--- src/hdl/lkvc_pkg.sv ---
package lkvc_pkg;

  // default sizes of the store
  localparam int DEF_ENTRIES    = 8;
  localparam int DEF_KEY_BITS   = 16;
  localparam int DEF_VALUE_BITS = 32;

  // capacity register
  localparam int          CAP_BITS  = 4;
  localparam int unsigned CAP_RESET = 8;

  // operation codes
  localparam logic OP_LOOKUP = 1'b0;
  localparam logic OP_INSERT = 1'b1;

  // one strobe per datapath step
  typedef struct packed {
    logic load;  // capture the input word
    logic cmp;   // compare key against every entry
    logic sel;   // pick hit data, eviction set and free slot
    logic upd;   // write back ranks and entries, load result
  } lkvc_cmd_t;

endpackage

--- src/hdl/lru_key_value_cache.sv ---
// fully associative key/value cache with least-recently-used replacement.
// each input word is a lookup (op 0) or an insert (op 1). a lookup hit returns
// hit=1 and the stored value and makes the entry most recent; a miss, and every
// insert, returns hit=0 and value 0. an insert of a present key overwrites its
// value and makes it most recent; an insert of a new key first evicts the least
// recent entries when the store holds the capacity, then fills the lowest free
// entry. exactly one result word per input word, in order. each word passes
// through accept, key compare, select and write back before the next is accepted,
// set by the controller sequence over the single entry store;
// the write back waits while an earlier result is still held on the output,
// and a new word is accepted while a finished result waits to be taken.
// capacity (cfg_wdata, written with cfg_we while idle) is clamped to
// 1..ENTRIES; lowering it below the fill level keeps entries hittable until
// the next insert of a new key trims the store to the capacity.
module lru_key_value_cache #(
  parameter int ENTRIES    = lkvc_pkg::DEF_ENTRIES,
  parameter int KEY_BITS   = lkvc_pkg::DEF_KEY_BITS,
  parameter int VALUE_BITS = lkvc_pkg::DEF_VALUE_BITS
) (
  input  logic                          clk,
  input  logic                          rst_n,
  // configuration
  input  logic                          cfg_we,
  input  logic [lkvc_pkg::CAP_BITS-1:0] cfg_wdata,
  // request word
  input  logic                          in_valid,
  output logic                          in_ready,
  input  logic                          in_op,
  input  logic [KEY_BITS-1:0]           in_key,
  input  logic [VALUE_BITS-1:0]         in_value,
  // result word
  output logic                          out_valid,
  input  logic                          out_ready,
  output logic                          out_hit,
  output logic [VALUE_BITS-1:0]         out_read_value
);

  lkvc_pkg::lkvc_cmd_t cmd;

  // sequencer: accept, compare, select, write back
  lkvc_ctrl u_ctrl (
    .clk       (clk),
    .rst_n     (rst_n),
    .in_valid  (in_valid),
    .in_ready  (in_ready),
    .out_valid (out_valid),
    .out_ready (out_ready),
    .cmd       (cmd)
  );

  // entry store, compare cells, rank update and result register
  lkvc_datapath #(
    .ENTRIES    (ENTRIES),
    .KEY_BITS   (KEY_BITS),
    .VALUE_BITS (VALUE_BITS)
  ) u_datapath (
    .clk            (clk),
    .rst_n          (rst_n),
    .cmd            (cmd),
    .cfg_we         (cfg_we),
    .cfg_wdata      (cfg_wdata),
    .in_op          (in_op),
    .in_key         (in_key),
    .in_value       (in_value),
    .out_hit        (out_hit),
    .out_read_value (out_read_value)
  );

endmodule

--- src/hdl/lkvc_ctrl.sv ---
module lkvc_ctrl (
  input  logic              clk,
  input  logic              rst_n,
  input  logic              in_valid,
  output logic              in_ready,
  output logic              out_valid,
  input  logic              out_ready,
  output lkvc_pkg::lkvc_cmd_t cmd
);

  localparam logic [1:0] S_IDLE = 2'd0;
  localparam logic [1:0] S_CMP  = 2'd1;
  localparam logic [1:0] S_SEL  = 2'd2;
  localparam logic [1:0] S_UPD  = 2'd3;

  logic [1:0] state_r, state_nxt;
  logic       out_valid_r, out_valid_nxt;
  logic       slot_free;

  assign in_ready  = (state_r == S_IDLE);
  assign out_valid = out_valid_r;
  // result register can take a new word this cycle
  assign slot_free = !out_valid_r || out_ready;

  always_comb begin
    state_nxt = state_r;
    cmd       = '0;
    unique case (state_r)
      S_IDLE: begin
        if (in_valid) begin
          cmd.load  = 1'b1;
          state_nxt = S_CMP;
        end
      end
      S_CMP: begin
        cmd.cmp   = 1'b1;
        state_nxt = S_SEL;
      end
      S_SEL: begin
        cmd.sel   = 1'b1;
        state_nxt = S_UPD;
      end
      S_UPD: begin
        if (slot_free) begin
          cmd.upd   = 1'b1;
          state_nxt = S_IDLE;
        end
      end
      default: state_nxt = S_IDLE;
    endcase
  end

  always_comb begin
    if (cmd.upd) begin
      out_valid_nxt = 1'b1;
    end else if (out_ready) begin
      out_valid_nxt = 1'b0;
    end else begin
      out_valid_nxt = out_valid_r;
    end
  end

  always_ff @(posedge clk) begin
    if (!rst_n) begin
      state_r     <= S_IDLE;
      out_valid_r <= 1'b0;
    end else begin
      state_r     <= state_nxt;
      out_valid_r <= out_valid_nxt;
    end
  end

  a_upd_no_overwrite: assert property (@(posedge clk) disable iff (!rst_n)
    cmd.upd |-> (!out_valid_r || out_ready))
    else $error("result overwritten while waiting");

  a_accept_starts_cmp: assert property (@(posedge clk) disable iff (!rst_n)
    (in_valid && in_ready) |=> (state_r == S_CMP))
    else $error("accepted word did not start compare");

  a_result_held: assert property (@(posedge clk) disable iff (!rst_n)
    (out_valid_r && !out_ready) |=> out_valid_r)
    else $error("result dropped before it was taken");

endmodule

--- src/hdl/lkvc_datapath.sv ---
module lkvc_datapath #(
  parameter int ENTRIES    = lkvc_pkg::DEF_ENTRIES,
  parameter int KEY_BITS   = lkvc_pkg::DEF_KEY_BITS,
  parameter int VALUE_BITS = lkvc_pkg::DEF_VALUE_BITS
) (
  input  logic                          clk,
  input  logic                          rst_n,
  input  lkvc_pkg::lkvc_cmd_t           cmd,
  input  logic                          cfg_we,
  input  logic [lkvc_pkg::CAP_BITS-1:0] cfg_wdata,
  input  logic                          in_op,
  input  logic [KEY_BITS-1:0]           in_key,
  input  logic [VALUE_BITS-1:0]         in_value,
  output logic                          out_hit,
  output logic [VALUE_BITS-1:0]         out_read_value
);

  localparam int CNT_W  = $clog2(ENTRIES + 1);
  localparam int RANK_W = $clog2(ENTRIES);
  localparam logic [CNT_W-1:0] CAP_INIT =
    CNT_W'((lkvc_pkg::CAP_RESET > ENTRIES) ? ENTRIES : lkvc_pkg::CAP_RESET);

  // entry store
  logic [ENTRIES-1:0]    valid_r;
  logic [KEY_BITS-1:0]   key_q  [ENTRIES];
  logic [VALUE_BITS-1:0] val_q  [ENTRIES];
  logic [RANK_W-1:0]     rank_q [ENTRIES];

  logic [CNT_W-1:0] cap_r, cap_wr, cap_m1, occ_r;

  // captured input word
  logic                  op_r;
  logic [KEY_BITS-1:0]   key_r;
  logic [VALUE_BITS-1:0] wval_r;

  // step results
  logic [ENTRIES-1:0]    match_r, match_nxt;
  logic                  found_r, full_r, full_nxt;
  logic [RANK_W-1:0]     hit_rank_r, hit_rank_nxt;
  logic [VALUE_BITS-1:0] hit_val_r, hit_val_nxt;
  logic [ENTRIES-1:0]    evict_r, evict_nxt;
  logic [ENTRIES-1:0]    slot_r, slot_nxt, free_vec;

  logic                  out_hit_r;
  logic [VALUE_BITS-1:0] out_val_r;

  // clamp capacity into 1..ENTRIES when written
  always_comb begin
    if (cfg_wdata == '0) begin
      cap_wr = CNT_W'(1);
    end else if (int'(cfg_wdata) > ENTRIES) begin
      cap_wr = CNT_W'(ENTRIES);
    end else begin
      cap_wr = CNT_W'(cfg_wdata);
    end
  end

  assign cap_m1   = cap_r - CNT_W'(1);
  assign full_nxt = (occ_r >= cap_r);

  always_comb begin
    for (int i = 0; i < ENTRIES; i++) begin
      match_nxt[i] = valid_r[i] && (key_q[i] == key_r);
    end
  end

  // and-or select over the one-hot match, eviction mask, first free slot
  always_comb begin
    hit_rank_nxt = '0;
    hit_val_nxt  = '0;
    for (int i = 0; i < ENTRIES; i++) begin
      hit_rank_nxt = hit_rank_nxt | (rank_q[i] & {RANK_W{match_r[i]}});
      hit_val_nxt  = hit_val_nxt  | (val_q[i]  & {VALUE_BITS{match_r[i]}});
      evict_nxt[i] = valid_r[i] && full_nxt && (CNT_W'(rank_q[i]) >= cap_m1);
    end
    free_vec = ~(valid_r & ~evict_nxt);
    slot_nxt = free_vec & (~free_vec + ENTRIES'(1));
  end

  always_ff @(posedge clk) begin
    if (cmd.load) begin
      op_r   <= in_op;
      key_r  <= in_key;
      wval_r <= in_value;
    end
    if (cmd.cmp) begin
      match_r <= match_nxt;
    end
    if (cmd.sel) begin
      found_r    <= |match_r;
      full_r     <= full_nxt;
      hit_rank_r <= hit_rank_nxt;
      hit_val_r  <= hit_val_nxt;
      evict_r    <= evict_nxt;
      slot_r     <= slot_nxt;
    end
    if (cmd.upd) begin
      out_hit_r <= found_r && (op_r == lkvc_pkg::OP_LOOKUP);
      out_val_r <= (found_r && (op_r == lkvc_pkg::OP_LOOKUP)) ? hit_val_r : '0;
    end
  end

  // per-entry write back: rank aging, eviction, fill
  always_ff @(posedge clk) begin
    if (cmd.upd) begin
      for (int i = 0; i < ENTRIES; i++) begin
        if (found_r) begin
          if (match_r[i]) begin
            rank_q[i] <= '0;
            if (op_r == lkvc_pkg::OP_INSERT) begin
              val_q[i] <= wval_r;
            end
          end else if (valid_r[i] && (rank_q[i] < hit_rank_r)) begin
            rank_q[i] <= rank_q[i] + RANK_W'(1);
          end
        end else if (op_r == lkvc_pkg::OP_INSERT) begin
          if (slot_r[i]) begin
            key_q[i]  <= key_r;
            val_q[i]  <= wval_r;
            rank_q[i] <= '0;
          end else if (valid_r[i] && !evict_r[i]) begin
            rank_q[i] <= rank_q[i] + RANK_W'(1);
          end
        end
      end
    end
  end

  always_ff @(posedge clk) begin
    if (!rst_n) begin
      valid_r <= '0;
      occ_r   <= '0;
      cap_r   <= CAP_INIT;
    end else begin
      if (cfg_we) begin
        cap_r <= cap_wr;
      end
      if (cmd.upd && !found_r && (op_r == lkvc_pkg::OP_INSERT)) begin
        valid_r <= (valid_r & ~evict_r) | slot_r;
        occ_r   <= full_r ? cap_r : (occ_r + CNT_W'(1));
      end
    end
  end

  assign out_hit        = out_hit_r;
  assign out_read_value = out_val_r;

  a_match_unique: assert property (@(posedge clk) disable iff (!rst_n)
    cmd.sel |-> $onehot0(match_r))
    else $error("key stored in more than one entry");

  a_occ_tracks_valid: assert property (@(posedge clk) disable iff (!rst_n)
    $countones(valid_r) == int'(occ_r))
    else $error("occupancy out of step with valid entries");

  a_fill_one_slot: assert property (@(posedge clk) disable iff (!rst_n)
    (cmd.upd && !found_r && (op_r == lkvc_pkg::OP_INSERT)) |-> $onehot(slot_r))
    else $error("insert miss without exactly one free slot");

endmodule

--- config.mk ---
export PLATFORM = sky130hd
export DESIGN_NAME = lru_key_value_cache
export DESIGN_NICKNAME = d
export VERILOG_FILES = /design/src/hdl/lkvc_pkg.sv /design/src/hdl/lru_key_value_cache.sv /design/src/hdl/lkvc_ctrl.sv /design/src/hdl/lkvc_datapath.sv
export SDC_FILE = /design/constraint.sdc
export NUM_CORES = 1
export LEC_CHECK = 0
export ABC_AREA = 1
export BUFFER_PORTS_ARGS = -buffer_cell sky130_fd_sc_hd__buf_2
export CORE_MARGIN = 8
export CORE_UTILIZATION = 40
export DETAILED_ROUTE_END_ITERATION = 16
export PLACE_DENSITY = 0.58
export SETUP_SLACK_MARGIN = 0.1
export SYNTH_ARGS = -nofsm -noshare
export SYNTH_HDL_FRONTEND = slang
export SYNTH_HIERARCHICAL = 1
export SYNTH_SLANG_ARGS = --single-unit
--- constraint.sdc ---
create_clock -name clk -period 4.9 [get_ports clk]
set_input_delay 0.49 -clock clk [delete_from_list [all_inputs] [get_ports clk]]
set_output_delay 0.49 -clock clk [all_outputs]
set_load 0.005 [all_outputs]
==> run summary <==
worst hold path class = primary input to register
Max IR drop VDD = 0.312 mV
gr ovfl total = 0
Synth Register Bits = 570
worst-margin pin slew = 1.22 ns
first-pass detailed-route iteration total = 6
Synth Area in Adders = 0.0318
Yosys top cell area share = 0.724
area leader, netlist = edfxtp_1
via/cell ratio = 5.12
Critical Path RT = 5.14 ns
Pins Over Slew Limit = 0
clk slew on worst S/H paths = 0.07 ns
initial antenna violation count = 0
core area = 0.0565 mm²
Root Buffer = clkbuf_16
Skew-Pair Late Insertion Delay = 0.60 ns
io pins = 93
endpoints failing setup = 0
Max FO, Critical Path = 34
Inserted Diodes = 0
Post-CTS Setup Bufs = 0
crit path kind = register to register
DRT iter0 DRCs = 915
post_cts resized = 0
Max Cap Viol = 0
Max Root-Sink Buffers = 3
vias in the first global route = 13300
yosys synthesis warning count = 6
post-synthesis mux area share = 0
Synth Area in XOR/XNOR = 0.0172
crit path launch type = register
Worst slew margin = 0.187
largest family of logic cells by synthesized area = simple AND/OR/NAND/NOR gates
LEAKAGE = 0.00953 µW
wire length per cell = 19.7 µm
endpoint type of the worst setup path = register
Synth Area in Simple Gates = 0.114
Die Y = 255 µm
final WL = 51600 µm
synthesized area = 0.0229 mm²
Max H-tree Level = 2
Arrival @ worst endpoint = 3.43 ns
Die W = 255 µm
post-route ant nets = 0
clock buffer count from CTS = 58
Routability Congestion = 0.827
Final min period = 3.19 ns
setup repair after global routing missed its margin = false
pre-CTS setup slack = 1.65 ns
CTS tree = built
Peak Freq = 0.313 GHz
total die area = 0.0650 mm²
Seq/Total Area, Yosys = 0.741
DP Wirelength = 31500 µm
post-synthesis cell type count = 34
largest net degree at the start of global routing = 50
period utilisation layout = 0.652
largest cells by area after synthesis = edfxtp_1 (72%), nand2_1 (5.8%), ha_1 (3.2%)
Residual DRC = 0
cell area power density = 479 mW/mm²
Initial Utilization = 0.405
Area Overhead vs Synth = 14.8%
Final Hold Fails = 0
clk sinks = 570
first-pass GRT wire length = 78900 µm
status = completed
Setup WS post-layout = 1.71 ns
post-synthesis compound-gate area fraction = 0.0591
vias after detailed routing = 13400
Avg Synthesized Cell Area = 13.5 µm²
I/O Buffers = 92
Core Rows = 87
Mapped Nets = 1813
Post-Syn Instances = 1697
layout cells sized above 1 = 0.131
Post-CTS Hold Fix Bufs = 0
clock skew = 0.0200 ns
setup TNS = 0 ns
total global-route track usage = 0.159
Final nets = 1935
[registers in the layout, indices dropped and copies added, names as in the netlist, 4 cells and up]
register / count
u_datapath/cap_r: 4
u_datapath/evict_r: 8
u_datapath/hit_val_r: 32
u_datapath/key_q: 128
u_datapath/key_r: 16
u_datapath/match_r: 8
u_datapath/occ_r: 4
u_datapath/out_read_value: 32
u_datapath/rank_q: 24
u_datapath/slot_r: 8
u_datapath/val_q: 256
u_datapath/valid_r: 8
u_datapath/wval_r: 32
[final timing paths]
check | start | end | slack [ns] | cells past startpoint
max | u_ctrl/state_r[0] | u_datapath/val_q[0][82] | 1.71 | 9
min | in_value[0] | u_datapath/wval_r[0] | 0.06 | 1
max reg2reg | u_ctrl/state_r[0] | u_datapath/val_q[0][82] | 1.71 | 9
min reg2reg | u_datapath/valid_r[3] | u_datapath/valid_r[3] | 0.50 | 2
[cell type report]
class | count | area (µm²)
Fill cell | 4918 | 30300
Multi-Input combinational cell | 913 | 5170
Inverter | 159 | 597
Timing Repair Buffer | 117 | 648
Tap cell | 756 | 946
Clock buffer | 65 | 1520
Sequential cell | 570 | 16900
Clock inverter | 39 | 417
[stage by stage]
stage | hold WS (ns) | std cells | instance area (µm²) | utilization | total power, µW
after floorplan | 0.458 | 1697 | 22900 | - | 7420
after global placement | 0.476 | 2515 | 24300 | 0.430 | 8200
after detailed placement | 0.491 | 2515 | 24300 | 0.430 | 8250
after CTS | 0.0197 | 2619 | 26200 | 0.464 | 12700
after global routing | 0.0212 | 2619 | 26200 | 0.464 | 13100
final | 0.0622 | 2619 | 26200 | 0.464 | 12600
[cell usage in the layout, fill, tap and decap left out, types with 16 or more instances in the layout]
master	instances
inv_1	154
o22ai_1	23
buf_4	25
xor2_1	29
nand3_1	71
dfxtp_1	19
o21ai_0	57
nor4_1	16
nand4_1	31
a221oi_1	61
clkbuf_16	60
edfxtp_1	551
ha_1	57
nor2_1	93
buf_2	92
xnor2_1	16
nand2_1	351
a21oi_1	37
[cells by family after synthesis]
kind of cell    after synthesis
simple gates                604
fa+ha+maj                    58
flops                       570
xor+xnor                     45
compound gates              206
buf+inv                     214
[where the power goes]
| part | switching [µW] | internal (µW) |
|---|---|---|
| sequential | 460 | 6040 |
| clock | 1810 | 2640 |
| combinational | 1140 | 477 |
| total | 3400 | 9160 |
[routing by layer]
metal  GRT usage  vias to the layer above  routed length, µm
met1       0.217                     6583              23000
met3      0.0285                       80               3210
met2       0.260                      383              24300
met5           0                        -                  0
met4      0.0431                        0               1060
li1            -                     6367                  -
[worst max-delay path: stages (launching register included)]
cell and delay [ns]:
dfxtp_1 0.39, ha_1 0.21, inv_1 0.08, a21oi_4 0.16, buf_4 0.46, nand2_1 0.14
inv_1 0.46, nand2_1 0.22, o21ai_4 0.25, buf_4 0.44
[Yosys cell counts (all sizes together)]
| master | n |
|---|---|
| clkinv | 1 |
| a31oi | 2 |
| ha | 58 |
| edfxtp | 551 |
| or2 | 16 |
| o22ai | 23 |
| dfxtp | 19 |
| a22o | 13 |
| o21ai | 65 |
| nand2 | 354 |
| buf | 35 |
| nand3 | 77 |
| a221oi | 61 |
| nor2 | 97 |
| xor2 | 29 |
| a21boi | 3 |
| inv | 158 |
| nor3 | 13 |
| clkbuf | 20 |
| nor4 | 16 |
| xnor2 | 16 |
| a21oi | 38 |
| nand4 | 31 |
| o211ai | 1 |
(Power assumes the default switching activity.)
